==> config.mk <==
export PLATFORM = sky130hd
export DESIGN_NAME = bpc_udiv_pipe
export DESIGN_NICKNAME = d
export VERILOG_FILES = /design/src/rtl/bpc_udiv_pipe.sv
export SDC_FILE = /design/constraint.sdc
export NUM_CORES = 1
export LEC_CHECK = 0
export BUFFER_PORTS_ARGS = -buffer_cell sky130_fd_sc_hd__buf_4
export CORE_MARGIN = 8
export CORE_UTILIZATION = 40
export DETAILED_ROUTE_END_ITERATION = 10
export PLACE_DENSITY = 0.6
export SYNTH_ARGS = -nofsm -noshare
export SYNTH_HDL_FRONTEND = slang
export SYNTH_SLANG_ARGS = --single-unit
==> constraint.sdc <==
create_clock -name clk_i -period 2.3 [get_ports clk_i]
set_input_delay 0.23 -clock clk_i [delete_from_list [all_inputs] [get_ports clk_i]]
set_output_delay 0.23 -clock clk_i [all_outputs]
set_load 0.01 [all_outputs]
==> src/rtl/bpc_udiv_pipe.sv <==
// ----------------------------------------------------------------------------
// Pipelined unsigned divider
// Restoring division, one quotient bit per register stage, with side data.
// ----------------------------------------------------------------------------
module bpc_udiv_pipe #(
  parameter int unsigned NUM_W = 8,
  parameter int unsigned DEN_W = 8,
  parameter int unsigned SIDE_W = 1
) (
  input  logic              clk_i,
  input  logic              rst_ni,
  input  logic              en_i,
  input  logic              valid_i,
  input  logic [NUM_W-1:0]  num_i,
  input  logic [DEN_W-1:0]  den_i,
  input  logic [SIDE_W-1:0] side_i,
  output logic              valid_o,
  output logic [NUM_W-1:0]  quo_o,
  output logic [SIDE_W-1:0] side_o
);

  logic              v_s    [NUM_W+1];
  logic [DEN_W-1:0]  rem_s  [NUM_W+1];
  logic [NUM_W-1:0]  num_s  [NUM_W+1];
  logic [NUM_W-1:0]  quo_s  [NUM_W+1];
  logic [DEN_W-1:0]  den_s  [NUM_W+1];
  logic [SIDE_W-1:0] side_s [NUM_W+1];

  assign v_s[0]    = valid_i;
  assign rem_s[0]  = '0;
  assign num_s[0]  = num_i;
  assign quo_s[0]  = '0;
  assign den_s[0]  = den_i;
  assign side_s[0] = side_i;

  for (genvar k = 0; k < NUM_W; k++) begin : g_stage
    logic [DEN_W:0] trial;
    logic [DEN_W:0] diff;
    logic           ge;

    always_comb begin
      trial = {rem_s[k], num_s[k][NUM_W-1]};
      diff  = trial - {1'b0, den_s[k]};
      ge    = (trial >= {1'b0, den_s[k]});
    end

    always_ff @(posedge clk_i or negedge rst_ni) begin
      if (!rst_ni) begin
        v_s[k+1] <= 1'b0;
      end else if (en_i) begin
        v_s[k+1] <= v_s[k];
      end
    end

    always_ff @(posedge clk_i) begin
      if (en_i) begin
        rem_s[k+1]  <= ge ? diff[DEN_W-1:0] : trial[DEN_W-1:0];
        num_s[k+1]  <= {num_s[k][NUM_W-2:0], 1'b0};
        quo_s[k+1]  <= {quo_s[k][NUM_W-2:0], ge};
        den_s[k+1]  <= den_s[k];
        side_s[k+1] <= side_s[k];
      end
    end
  end

  assign valid_o = v_s[NUM_W];
  assign quo_o   = quo_s[NUM_W];
  assign side_o  = side_s[NUM_W];

endmodule

# --- After elaboration in Yosys (flattened, before gate mapping) ---
# Index checks and enable logic that the tools add are counted.
word_totals:
  register_bits: 192
  inputBits: 21
  output_inout_bits: 10
  wordCells: 68
op_classes:
  n_addsub: 7
  order_cmp: 8
  mux: 7
op_table:
  columns: ["operator", "count"]
  rows:
  - [">= comparator 9 x 8 -> 1 bit", 7]
  - ["two-way mux 8 bit", 6]
  - ["subtractor 8 bit", 6]
  - [">= comparator 1 x 8 -> 1 bit", 1]
  - ["subtractor 1 x 8 -> 8 bit", 1]
  - ["two-way mux 1 bit", 1]

# --- Depth between registers and ports, before layout ---
# Gate-level depths: netlist of the first run.
logic_depth:
  word_depth: 2
  mapped_depth: 9
  ltp_nobuf: 8

# --- Worst setup path before layout of the first run ---
# OpenSTA, ideal clock, no wires.
synth_path:
  path_type: "reg-to-reg"
  startpoint: "register rem_s, in the netlist g_stage[1].trial[6]"
  endpoint: "register rem_s, in the netlist g_stage[2].trial[3] (data pin)"
  setup_time_ns: 0.260
  arrival_time_ns: 1.880
  t_required_ns: 2.040
  path_slack_ns: 0.160
  path_stages_with_launch: 7
  n_path_buf: 1
  period_less_slack_ns: 2.140
  path_cell_list: "edfxtp_1 -> ha_1 -> a21o_1 -> a2111oi_2 -> o21a_1 -> buf_6 -> mux2_4"
synth_via:
  elab_chain_cells: 2
synth_lines:
  columns: ["item", "line", "source"]
  rows:
  - ["start: declaration", "23", "logic [DEN_W-1:0] rem_s [NUM_W+1];"]
  - ["start signal: indexed assignment", "57", "rem_s[k+1] <= ge ? diff[DEN_W-1:0] : trial[DEN_W-1:0];"]
  - [">= comparator 9 x 8 -> 1 bit", "44", "ge = (trial >= {1'b0, den_s[k]});"]
  - ["two-way mux 8 bit", "57", null]
# No other way between the ends.
# A chain may end at the register's enable or synchronous reset.

# --- Worst setup path in the final report of the first run ---
layout_path:
  startpoint: "register den_s[40] in the netlist's numbering"
  endpoint: "register rem_s, in the netlist g_stage[4].trial[7] (data pin)"
layout_via:
  elab_chain_cells: 2
  word_cells_on_any_way: 3
  cone_classes: "1 x add/sub; 1 x order compare; 1 x mux"
layout_lines:
  columns: ["item", "line", "source"]
  rows:
  - ["start: declaration", "26", "logic [DEN_W-1:0] den_s [NUM_W+1];"]
  - ["start signal: indexed assignment", "60", "den_s[k+1] <= den_s[k];"]
  - ["subtractor 8 bit or >= comparator 9 x 8 -> 1 bit (tied branches)", "43, 44", null]
  - ["two-way mux 8 bit (*)", "57", null]
# Mark *: on every way between the ends. The rest lies on a longest branch, timed or not.

==> results_dict.tcl, run 1 <==
set metrics [dict create \
    boundaryPins 31 \
    numCtsBuffers 17 \
    avgViaCountPerCell 5.09 \
    swShare 0.284 \
    nNetsFinal 815 \
    fillers 1930 \
    clockBufferDepth 2 \
    cts_max_level 4 \
    stdcell_area_sq_um 11000 \
    synthArstFlopShare 0.0417 \
    post-route-period-util 0.979 \
    die_h_um 168 \
    syn_area_sq_um 9260 \
    routedWlPerCell_um 14.6 \
    antenna_cells 0 \
    fin_crit_ps 2250 \
    relSlewSlack 0.623 \
    ys_ff_latch 192 \
    r2r_end "g_stage[4].trial[7]" \
    start_util 0.408 \
    seqPwrFrac 0.436 \
    grt_max_degree 67 \
    placed_area_sq_um 10000 \
    syn_nets 728 \
    critPathLaunch "den_s[40]" \
    path_clk_slew_ps 70 \
    register_area_sq_um 5730 \
    worst_pin_slew_ps 566 \
    synth_ff_type "edfxtp_1" \
    rows 55 \
    clock_latency_ps 420 \
    start_kind "flop" \
    ys_seq_area_frac 0.618 \
    port-buffer-count 30 \
    synth_edf_count 184 \
    p_leak_nw 4.38 \
    min_path_cells 2 \
    min_path_type "in2reg" \
    syn_avg_cell_area_sq_um 14.4 \
    maxCapViolCount 0 \
    final_layout_size_suffix_gt1_frac 0.250 \
    fin_worst_skew_ps 8.15 \
    vias 5230 \
    reg2reg_slack_ps 50 \
    syn_inst 643 \
    final_hold_viol_count 0 \
    arrival_ps 2430 \
    mostFrequentLayoutCells "184 x edfxtp_1, 80 x inv_1, 64 x buf_4" \
    fin_util 0.485 \
    netlist.area_leader.share 0.597 \
    required_ps 2470 \
    grt_pass1_wl_um 25300 \
    drtPass1Iterations 5 \
    crit_path_end_kind "flop" \
    gr-total-overflow 0 \
    drt_wl_total_um 15100 \
    p_int_mw 7.87 \
    final_common_cell "edfxtp_1" \
    p_sw_mw 3.13 \
    synth_warnings 0 \
    grt_pass1_vias 5648 \
    p_per_area_nw_per_um2 998 \
    rsz0062_at_grt "true" \
    final_cells 1028 \
    crit_path_max_fanout 3 \
    status "completed" \
    ir_drop_uv 484 \
    ant_nets 0 \
    worstSetupPathType "reg2reg" \
    antenna_found_initial 0 \
    slew_violations 0 \
    clock.fmax_ghz 0.444 \
    core_sq_um 22700 \
    p_clk_frac 0.260 \
    cts_root_buf "clkbuf_16" \
    die_area_sq_um 28300 \
    r2r_cells 7 \
    routabilityCongestion 0.868 \
    combinationalPowerShare 0.304 \
    drtIter0Drc 247 \
    route.detailed.drc 0 \
    hold_path_end "v_s[7]" \
    hold_slack_ps 36.0 \
    min-delay-start "valid_i" \
    die-width_um 168 \
    cts_tree "done" \
    cts_sinks 192 \
    setup_viol 0 \
    area_delta_synth_final_pct 19.0 \
    reg2reg_from "den_s[40]" \
    synth_top_area_cell "edfxtp_1" \
    grt_usage 0.110 \
    yosys.cell_types.count 54 \
    synth_area_leaders "edfxtp_1 60%, ha_1 7.8%, inv_1 3.3%, mux2_4 2.9%, mux2_2 2.8%" \
    multi_input_area_sq_um 3280 \
    dp_hpwl_um 10800 \
    dp_cells 969 \
]
[kinds of logic (layout without fill, tap and decap cells)]
group | count (synthesis) | count (layout) | synth area share
simple gates | 100 | 100 | 0.0567
fa+ha+maj | 64 | 64 | 0.0913
xor+xnor | 20 | 20 | 0.0189
flops | 192 | 192 | 0.618
compound gates | 112 | 112 | 0.0961
buf+inv | 101 | 201 | 0.0476
mux | 54 | 54 | 0.0712
[area by class of cell]
type,instances,area share
clock buffer,18,0.0389
timing repair buffer,87,0.0694
sequential,192,0.520
inverter,82,0.0279
multi-input combinational,350,0.298
tap,285,0.0324
clock inverter,14,0.0140
[worst max-delay path, cell delays in order, from the launching register on]
cell      delay [ps]
edfxtp_1         410
ha_2             230
fa_1             400
nor2b_1          170
o31a_1           170
nor4_1            60
a311o_1          310
mux2_2           250
[metal layers]
layer	routed length, um	vias to the layer above	GRT usage
li1	-	2566	-
met5	0	-	0
met1	5860	2542	0.106
met2	8350	89	0.211
met3	410	33	0.0292
met4	428	0	0.0582
[sequential cells by signal (all words and copies together) (netlist names)]
name,cells
num_s,21
den_s,56
valid_o,1
v_s,7
g_stage.trial,63
side_o,1
quo_s,28
quo_o,8
side_s,7
[stage by stage]
| step | TNS, ps | setup slack, ps | total power, mW |
|---|---|---|---|
| 4_1_cts | 0 | 4.51 | 11.0 |
| 6_report | 0 | 49.2 | 11.0 |
| 3_3_place_gp | 0 | 30.6 | 7.89 |
| 3_5_place_dp | 0 | 16.2 | 8.02 |
| 5_1_grt | -40.9 | -21.2 | 11.6 |
| 2_1_floorplan | 0 | 160 | 7.19 |
[Yosys cell counts (all sizes together) (13+ instances only)]
| master | count |
|---|---|
| nor3 | 17 |
| a21oi | 20 |
| edfxtp | 184 |
| o21ai | 16 |
| nor2 | 22 |
| a21o | 21 |
| mux2 | 41 |
| xnor2 | 18 |
| buf | 15 |
| mux2i | 13 |
| inv | 82 |
| ha | 58 |
[repair_timing]
| action | 4_1_cts | 5_1_grt |
|---|---|---|
| cloned | 0 | 0 |
| setup endpoints to repair | 3 | 29 |
| endpoints found under the hold margin | 24 | 0 |
| pin swaps | 1 | 5 |
| hold buffers | 17 | 0 |
| gates resized for setup | 2 | 30 |
| setup buffers | 2 | 8 |
[how the worst max path moves through the flow]
stage	endpoint	slack, ps
3_5_place_dp	g_stage[3].trial[7]	20
5_1_grt	g_stage[4].trial[7]	-20
2_1_floorplan	g_stage[2].trial[3]	160
6_report	g_stage[4].trial[7]	50
4_1_cts	g_stage[5].trial[4]	5
3_3_place_gp	g_stage[3].trial[7]	30
[power groups by stage]
stage	clock network, mW	logic (mW)	registers [mW]
CTS	2.96	3.21	4.79
global route	3.09	3.69	4.85
finish	2.86	3.34	4.79
floorplan	0	2.42	4.77
global placement	0	3.04	4.85
detailed placement	0	3.16	4.87
Note: power is estimated with default switching activity, not from simulation.
==> inputs of run 2 (changes only) <==
Settings changed: ABC_AREA set to 1.
==> run 2 against run 1 <==
  * Power fell by 3.8%
  * Clock-buffer cell count shrank 1
  * Critical path depth increased by 2
  * Utilization shrank 2.7 points
  * Hold slack got worse by 14 ps
  * Critical path type unchanged
  * Fmax grew 10%
  * Largest cell class unchanged
  * Largest power group unchanged
  * Cell count up 30%
  * Clock power shrank 2%
  * Critical endpoint is now g_stage[6].trial[8]
  * Synthesized area increased by 4.7%
  * Design area is essentially flat
==> results_dict.tcl, run 2 <==
set metrics [dict create \
    status "completed" \
    clock_latency_ps 430 \
    routabilityCongestion 0.849 \
    crit_path_end_kind "flop" \
    synth_top_area_cell "edfxtp_1" \
    die-width_um 172 \
    relSlewSlack 0.668 \
    clockBufferDepth 2 \
    drtPass1Iterations 6 \
    cp_common_cell "nand2_1" \
    yosys.cell_types.count 32 \
    fillers 2269 \
    crit_path_max_fanout 9 \
    cts_max_level 4 \
    synth.most_common_cell "nand2_1" \
    final_layout_size_suffix_gt1_frac 0.0926 \
    ir_drop_uv 400 \
    area_delta_synth_final_pct 13.6 \
    drtIter0Drc 315 \
    dp_cells 1292 \
    critPathSlowestCell "and2_1" \
    r2r_cells 9 \
    synth_edf_count 184 \
    hold_path_end "den_s[58]" \
    min_path_cells 1 \
    setup-tns-final_ps 0 \
    numCtsBuffers 17 \
    antenna_found_initial 0 \
    post_cts_buffers 0 \
    final_cells 1339 \
    largest_reg_flops 63 \
    die_area_sq_um 29500 \
    port-buffer-count 30 \
    crit_buf_inv 1 \
    multi_input_area_sq_um 3230 \
    worst_pin_slew_ps 498 \
    grt_max_degree 56 \
    syn_nets 1033 \
    fin_worst_skew_ps 11.0 \
    cts_tree "done" \
    synthArstFlopShare 0.0417 \
    vias 6140 \
    netlist.area_leader.share 0.570 \
    reg2reg_slack_ps 260 \
    slew_violations 0 \
    grt_pass1_wl_um 29400 \
    p_leak_nw 5.04 \
    routedWlPerCell_um 13.0 \
    post-place-ws_ps 237 \
    avgViaCountPerCell 4.59 \
    synth_area_leaders "edfxtp_1 57%, nand2_1 11%, ha_1 7.5%, inv_1 6.2%, nand3_1 4.5%" \
    reg2reg_from "den_s[30]" \
    synth_warnings 0 \
    route.detailed.drc 0 \
    stdcell_area_sq_um 11000 \
    required_ps 2480 \
    register_area_sq_um 5730 \
    maxCapViolCount 0 \
    syn_area_sq_um 9690 \
    grt_pass1_vias 6246 \
    gr-total-overflow 0 \
    r2r_end "g_stage[6].trial[8]" \
    setup_viol 0 \
    rsz0062_at_grt "false" \
    syn_inst 948 \
    final_hold_viol_count 0 \
    ys_ff_latch 192 \
    grt_usage 0.127 \
    cts_sinks 192 \
    cpPeakStageDelay_ps 460 \
    drt_wl_total_um 17400 \
    die_h_um 172 \
    placed_area_sq_um 10300 \
    mostFrequentLayoutCells "275 x nand2_1, 184 x edfxtp_1, 160 x inv_1" \
    arrival_ps 2220 \
    fin_crit_ps 2040 \
    final_common_cell "nand2_1" \
    p_per_area_nw_per_um2 961 \
    min_path_type "in2reg" \
    cts_root_buf "clkbuf_16" \
    syn_avg_cell_area_sq_um 10.2 \
    setup_ws_ps 261 \
    antenna_cells 0 \
    core_sq_um 24000 \
    worstSetupPathType "reg2reg" \
    boundaryPins 31 \
    post-route-period-util 0.887 \
    rows 57 \
    netlist_top_cells_count "275 x nand2_1, 184 x edfxtp_1, 160 x inv_1" \
    ys_seq_area_frac 0.591 \
    clock.fmax_ghz 0.490 \
    min-delay-start "den_i[2]" \
    path_clk_slew_ps 70 \
    cts_resized 0 \
    path_cells "inv_1, ha_1, nand2_1, nand2_1, a21oi_1, and2_1, nand2_8, nand2_1, nand2_1" \
    synth_ff_type "edfxtp_1" \
    nNetsFinal 1089 \
    ant_nets 0 \
    start_util 0.403 \
    hold_buffers 17 \
    critical_path.top_delay_family "simple AND/OR/NAND/NOR gates" \
    dp_hpwl_um 13100 \
    start_kind "flop" \
]
[run 2: changes by cell type after synthesis, moves of 18 or more]
cell     before  now
mux2_4       18    0
a21o_1       18    0
nand2_1      12  275
nand3_1      11   87
nor2_1       21   46
inv_1        82  160
mux2_2       23    0
[run 2: layout make-up]
type / instances / area share
Inverter: 162 / 0.0552
Timing Repair Buffer: 53 / 0.0440
Clock buffer: 17 / 0.0386
Tap cell: 324 / 0.0368
Sequential cell: 192 / 0.520
Clock inverter: 13 / 0.0119
Multi-Input combinational cell: 578 / 0.293
[run 2: routing by layer]
metal	routed length, um	vias to the layer above	share of wire	global-route usage
li1	-	3224	-	-
met1	7100	2811	0.41	0.132
met2	9450	73	0.54	0.242
met3	392	32	0.023	0.0250
met4	420	0	0.024	0.0560
met5	0	-	0	0
[run 2: worst max-delay path by stage]
| stage | startpoint | end | slack (ps) | cells after the start |
|---|---|---|---|---|
| 2_1_floorplan | g_stage[6].trial[3] | g_stage[7].trial[8] | 600 | 9 |
| 6_report | den_s[30] | g_stage[6].trial[8] | 260 | 9 |
| 3_5_place_dp | g_stage[1].trial[6] | g_stage[2].trial[8] | 240 | 9 |
| 4_1_cts | g_stage[1].trial[6] | g_stage[2].trial[8] | 230 | 9 |
| 3_3_place_gp | g_stage[1].trial[6] | g_stage[2].trial[8] | 210 | 9 |
| 5_1_grt | g_stage[1].trial[6] | g_stage[2].trial[6] | 80 | 9 |
[run 2: cells by family (layout without fill, tap and decap cells)]
group           Yosys count  in the layout  share of synthesized area
compound gates           40             40                     0.0237
xor+xnor                 18             18                     0.0163
fa+ha+maj                64             64                     0.0872
buf+inv                 178            245                     0.0760
flops                   192            192                      0.591
simple gates            456            456                      0.206
[run 2: report_power, final]
group / switching (mW) / internal [mW] / total [mW]
registers: 0.247 / 4.52 / 4.76
logic: 1.87 / 1.15 / 3.02
clock network: 1.38 / 1.42 / 2.79
total: 3.49 / 7.09 / 10.6
[run 2: through the flow]
stage          power (mW)   util  hold WS [ps]
6_report             10.6  0.458          22.4
5_1_grt              11.3  0.458          4.76
4_1_cts              10.7  0.458         0.298
3_5_place_dp         7.86  0.428          53.1
3_3_place_gp         7.82  0.428          52.2
2_1_floorplan        7.12      -         -65.6
==> inputs of run 3 (changes only) <==
Settings changed: REMOVE_ABC_BUFFERS set to 1.
==> run 3 against run 2 <==
  * Utilization grew 0.21 points
  * Fmax grew 2.1%
  * Sequential share of layout area fell by 0.24 points
  * Combinational power about the same
==> results_dict.tcl, run 3 (same netlist as run 2, synthesis figures left out) <==
set metrics [dict create \
    status "completed" \
    routedWlPerCell_um 13.3 \
    numCtsBuffers 17 \
    setup-tns-final_ps 0 \
    setup_ws_ps 304 \
    routabilityCongestion 0.871 \
    setup_viol 0 \
    route.detailed.drc 0 \
    ant_nets 0 \
    reg2reg_slack_ps 300 \
    nNetsFinal 1090 \
    post-place-ws_ps 313 \
    die_h_um 172 \
    start_util 0.403 \
    path_clk_slew_ps 80 \
    start_kind "flop" \
    core_sq_um 24000 \
    die-width_um 172 \
    ir_drop_uv 426 \
    port-buffer-count 30 \
    relSlewSlack 0.688 \
    slew_violations 0 \
    reg2reg_from "den_s[30]" \
    dp_hpwl_um 13200 \
    critPathLaunch "den_s[30]" \
    fin_crit_ps 2000 \
    stdcell_area_sq_um 11100 \
    avgViaCountPerCell 4.63 \
    grt_usage 0.128 \
    mostFrequentLayoutCells "275 x nand2_1, 184 x edfxtp_1, 160 x inv_1" \
    grt_max_degree 57 \
    cts_max_level 4 \
    worst_pin_slew_ps 463 \
    p_per_area_nw_per_um2 969 \
    grt_pass1_vias 6254 \
    rsz0062_at_grt "false" \
    largest_reg_flops 63 \
    clock.fmax_ghz 0.501 \
    post-route-period-util 0.868 \
    final_hold_viol_count 0 \
    clockBufferDepth 2 \
    arrival_ps 2170 \
    vias 6213 \
    area_delta_synth_final_pct 14.1 \
    p_leak_nw 5.06 \
    antenna_found_initial 0 \
    drtPass1Iterations 4 \
    fin_worst_skew_ps 10.7 \
    required_ps 2480 \
    drt_wl_total_um 17800 \
    die_area_sq_um 29500 \
    worstSetupPathType "reg2reg" \
    final_layout_size_suffix_gt1_frac 0.0953 \
    crit_path_end_kind "flop" \
    min_path_type "in2reg" \
    placed_area_sq_um 10300 \
    antenna_cells 0 \
    cts_root_buf "clkbuf_16" \
    drtIter0Drc 357 \
    cts_tree "done" \
    maxCapViolCount 0 \
    gr-total-overflow 0 \
    boundaryPins 31 \
    endpoint "g_stage[6].trial[3]" \
    r2r_end "g_stage[6].trial[3]" \
    rows 57 \
    crit_path_max_fanout 9 \
    final_common_cell "nand2_1" \
    cts_sinks 192 \
    clock_latency_ps 430 \
    grt_pass1_wl_um 29700 \
    r2r_cells 9 \
]
[run 3: changes by cell type in the layout (fill, tap and decap cells not counted)]
cell / change
clkinv_4: -1
inv_8: -1
buf_4: +1
clkinv_2: +1
clkinvlp_4: -1
clkinv_8: +4
[run 3: power breakdown]
group / total (mW) / switching (mW) / internal (mW)
combinational: 3.03 / 1.88 / 1.15
clock: 2.90 / 1.44 / 1.46
sequential: 4.79 / 0.268 / 4.52
total: 10.7 / 3.59 / 7.13
[run 3: per-layer routing]
metal,GRT usage,vias to the layer above,part of all wire
met2,0.228,92,0.51
li1,-,3227,-
met3,0.0241,26,0.026
met4,0.0510,0,0.021
met5,0,-,0
met1,0.150,2868,0.44
[run 3: worst min path at each step]
stage,start,to,slack (ps),cells past startpoint
final,den_i[2],den_s[58],30,1
after global routing,den_i[2],den_s[58],3,1
after CTS,den_i[2],den_s[58],8,1
after detailed placement,rst_ni,v_s[1],60,1
after global placement,rst_ni,v_s[1],50,1
after floorplan,rst_ni,v_s[1],-70,0
[run 3: final cells by class]
cell class / instances / area (sq um)
fill: 2248 / 13000
sequential: 192 / 5730
multi-input combinational: 578 / 3230
inverter: 162 / 608
timing repair buffer: 54 / 492
clock buffer: 17 / 425
tap: 324 / 405
clock inverter: 15 / 174
[run 3: timing repair]
action                    CTS  global route
hold buffers               17             0
hold endpoints to repair   24             0
setup buffers               0             0
resized for setup           0             0
[run 3: through the flow]
| step | hold WS, ps | utilization | power, mW | instances |
|---|---|---|---|---|
| CTS | 8.37 | 0.460 | 10.8 | 1342 |
| detailed placement | 55.0 | 0.428 | 7.89 | 1293 |
| floorplan | -65.6 | - | 7.04 | 932 |
| global placement | 50.7 | 0.428 | 7.84 | 1293 |
| finish | 28.3 | 0.460 | 10.7 | 1342 |
| global route | 2.65 | 0.460 | 11.4 | 1342 |
[run 3: critical path: stages (launching register included)]
cell and delay [ps]:
edfxtp_1 370, inv_1 60, ha_1 330, nand2_1 90, nand2_1 60, a21oi_1 170, and2_1 420, nand2_8 110
nand2_1 80, nand2_1 50
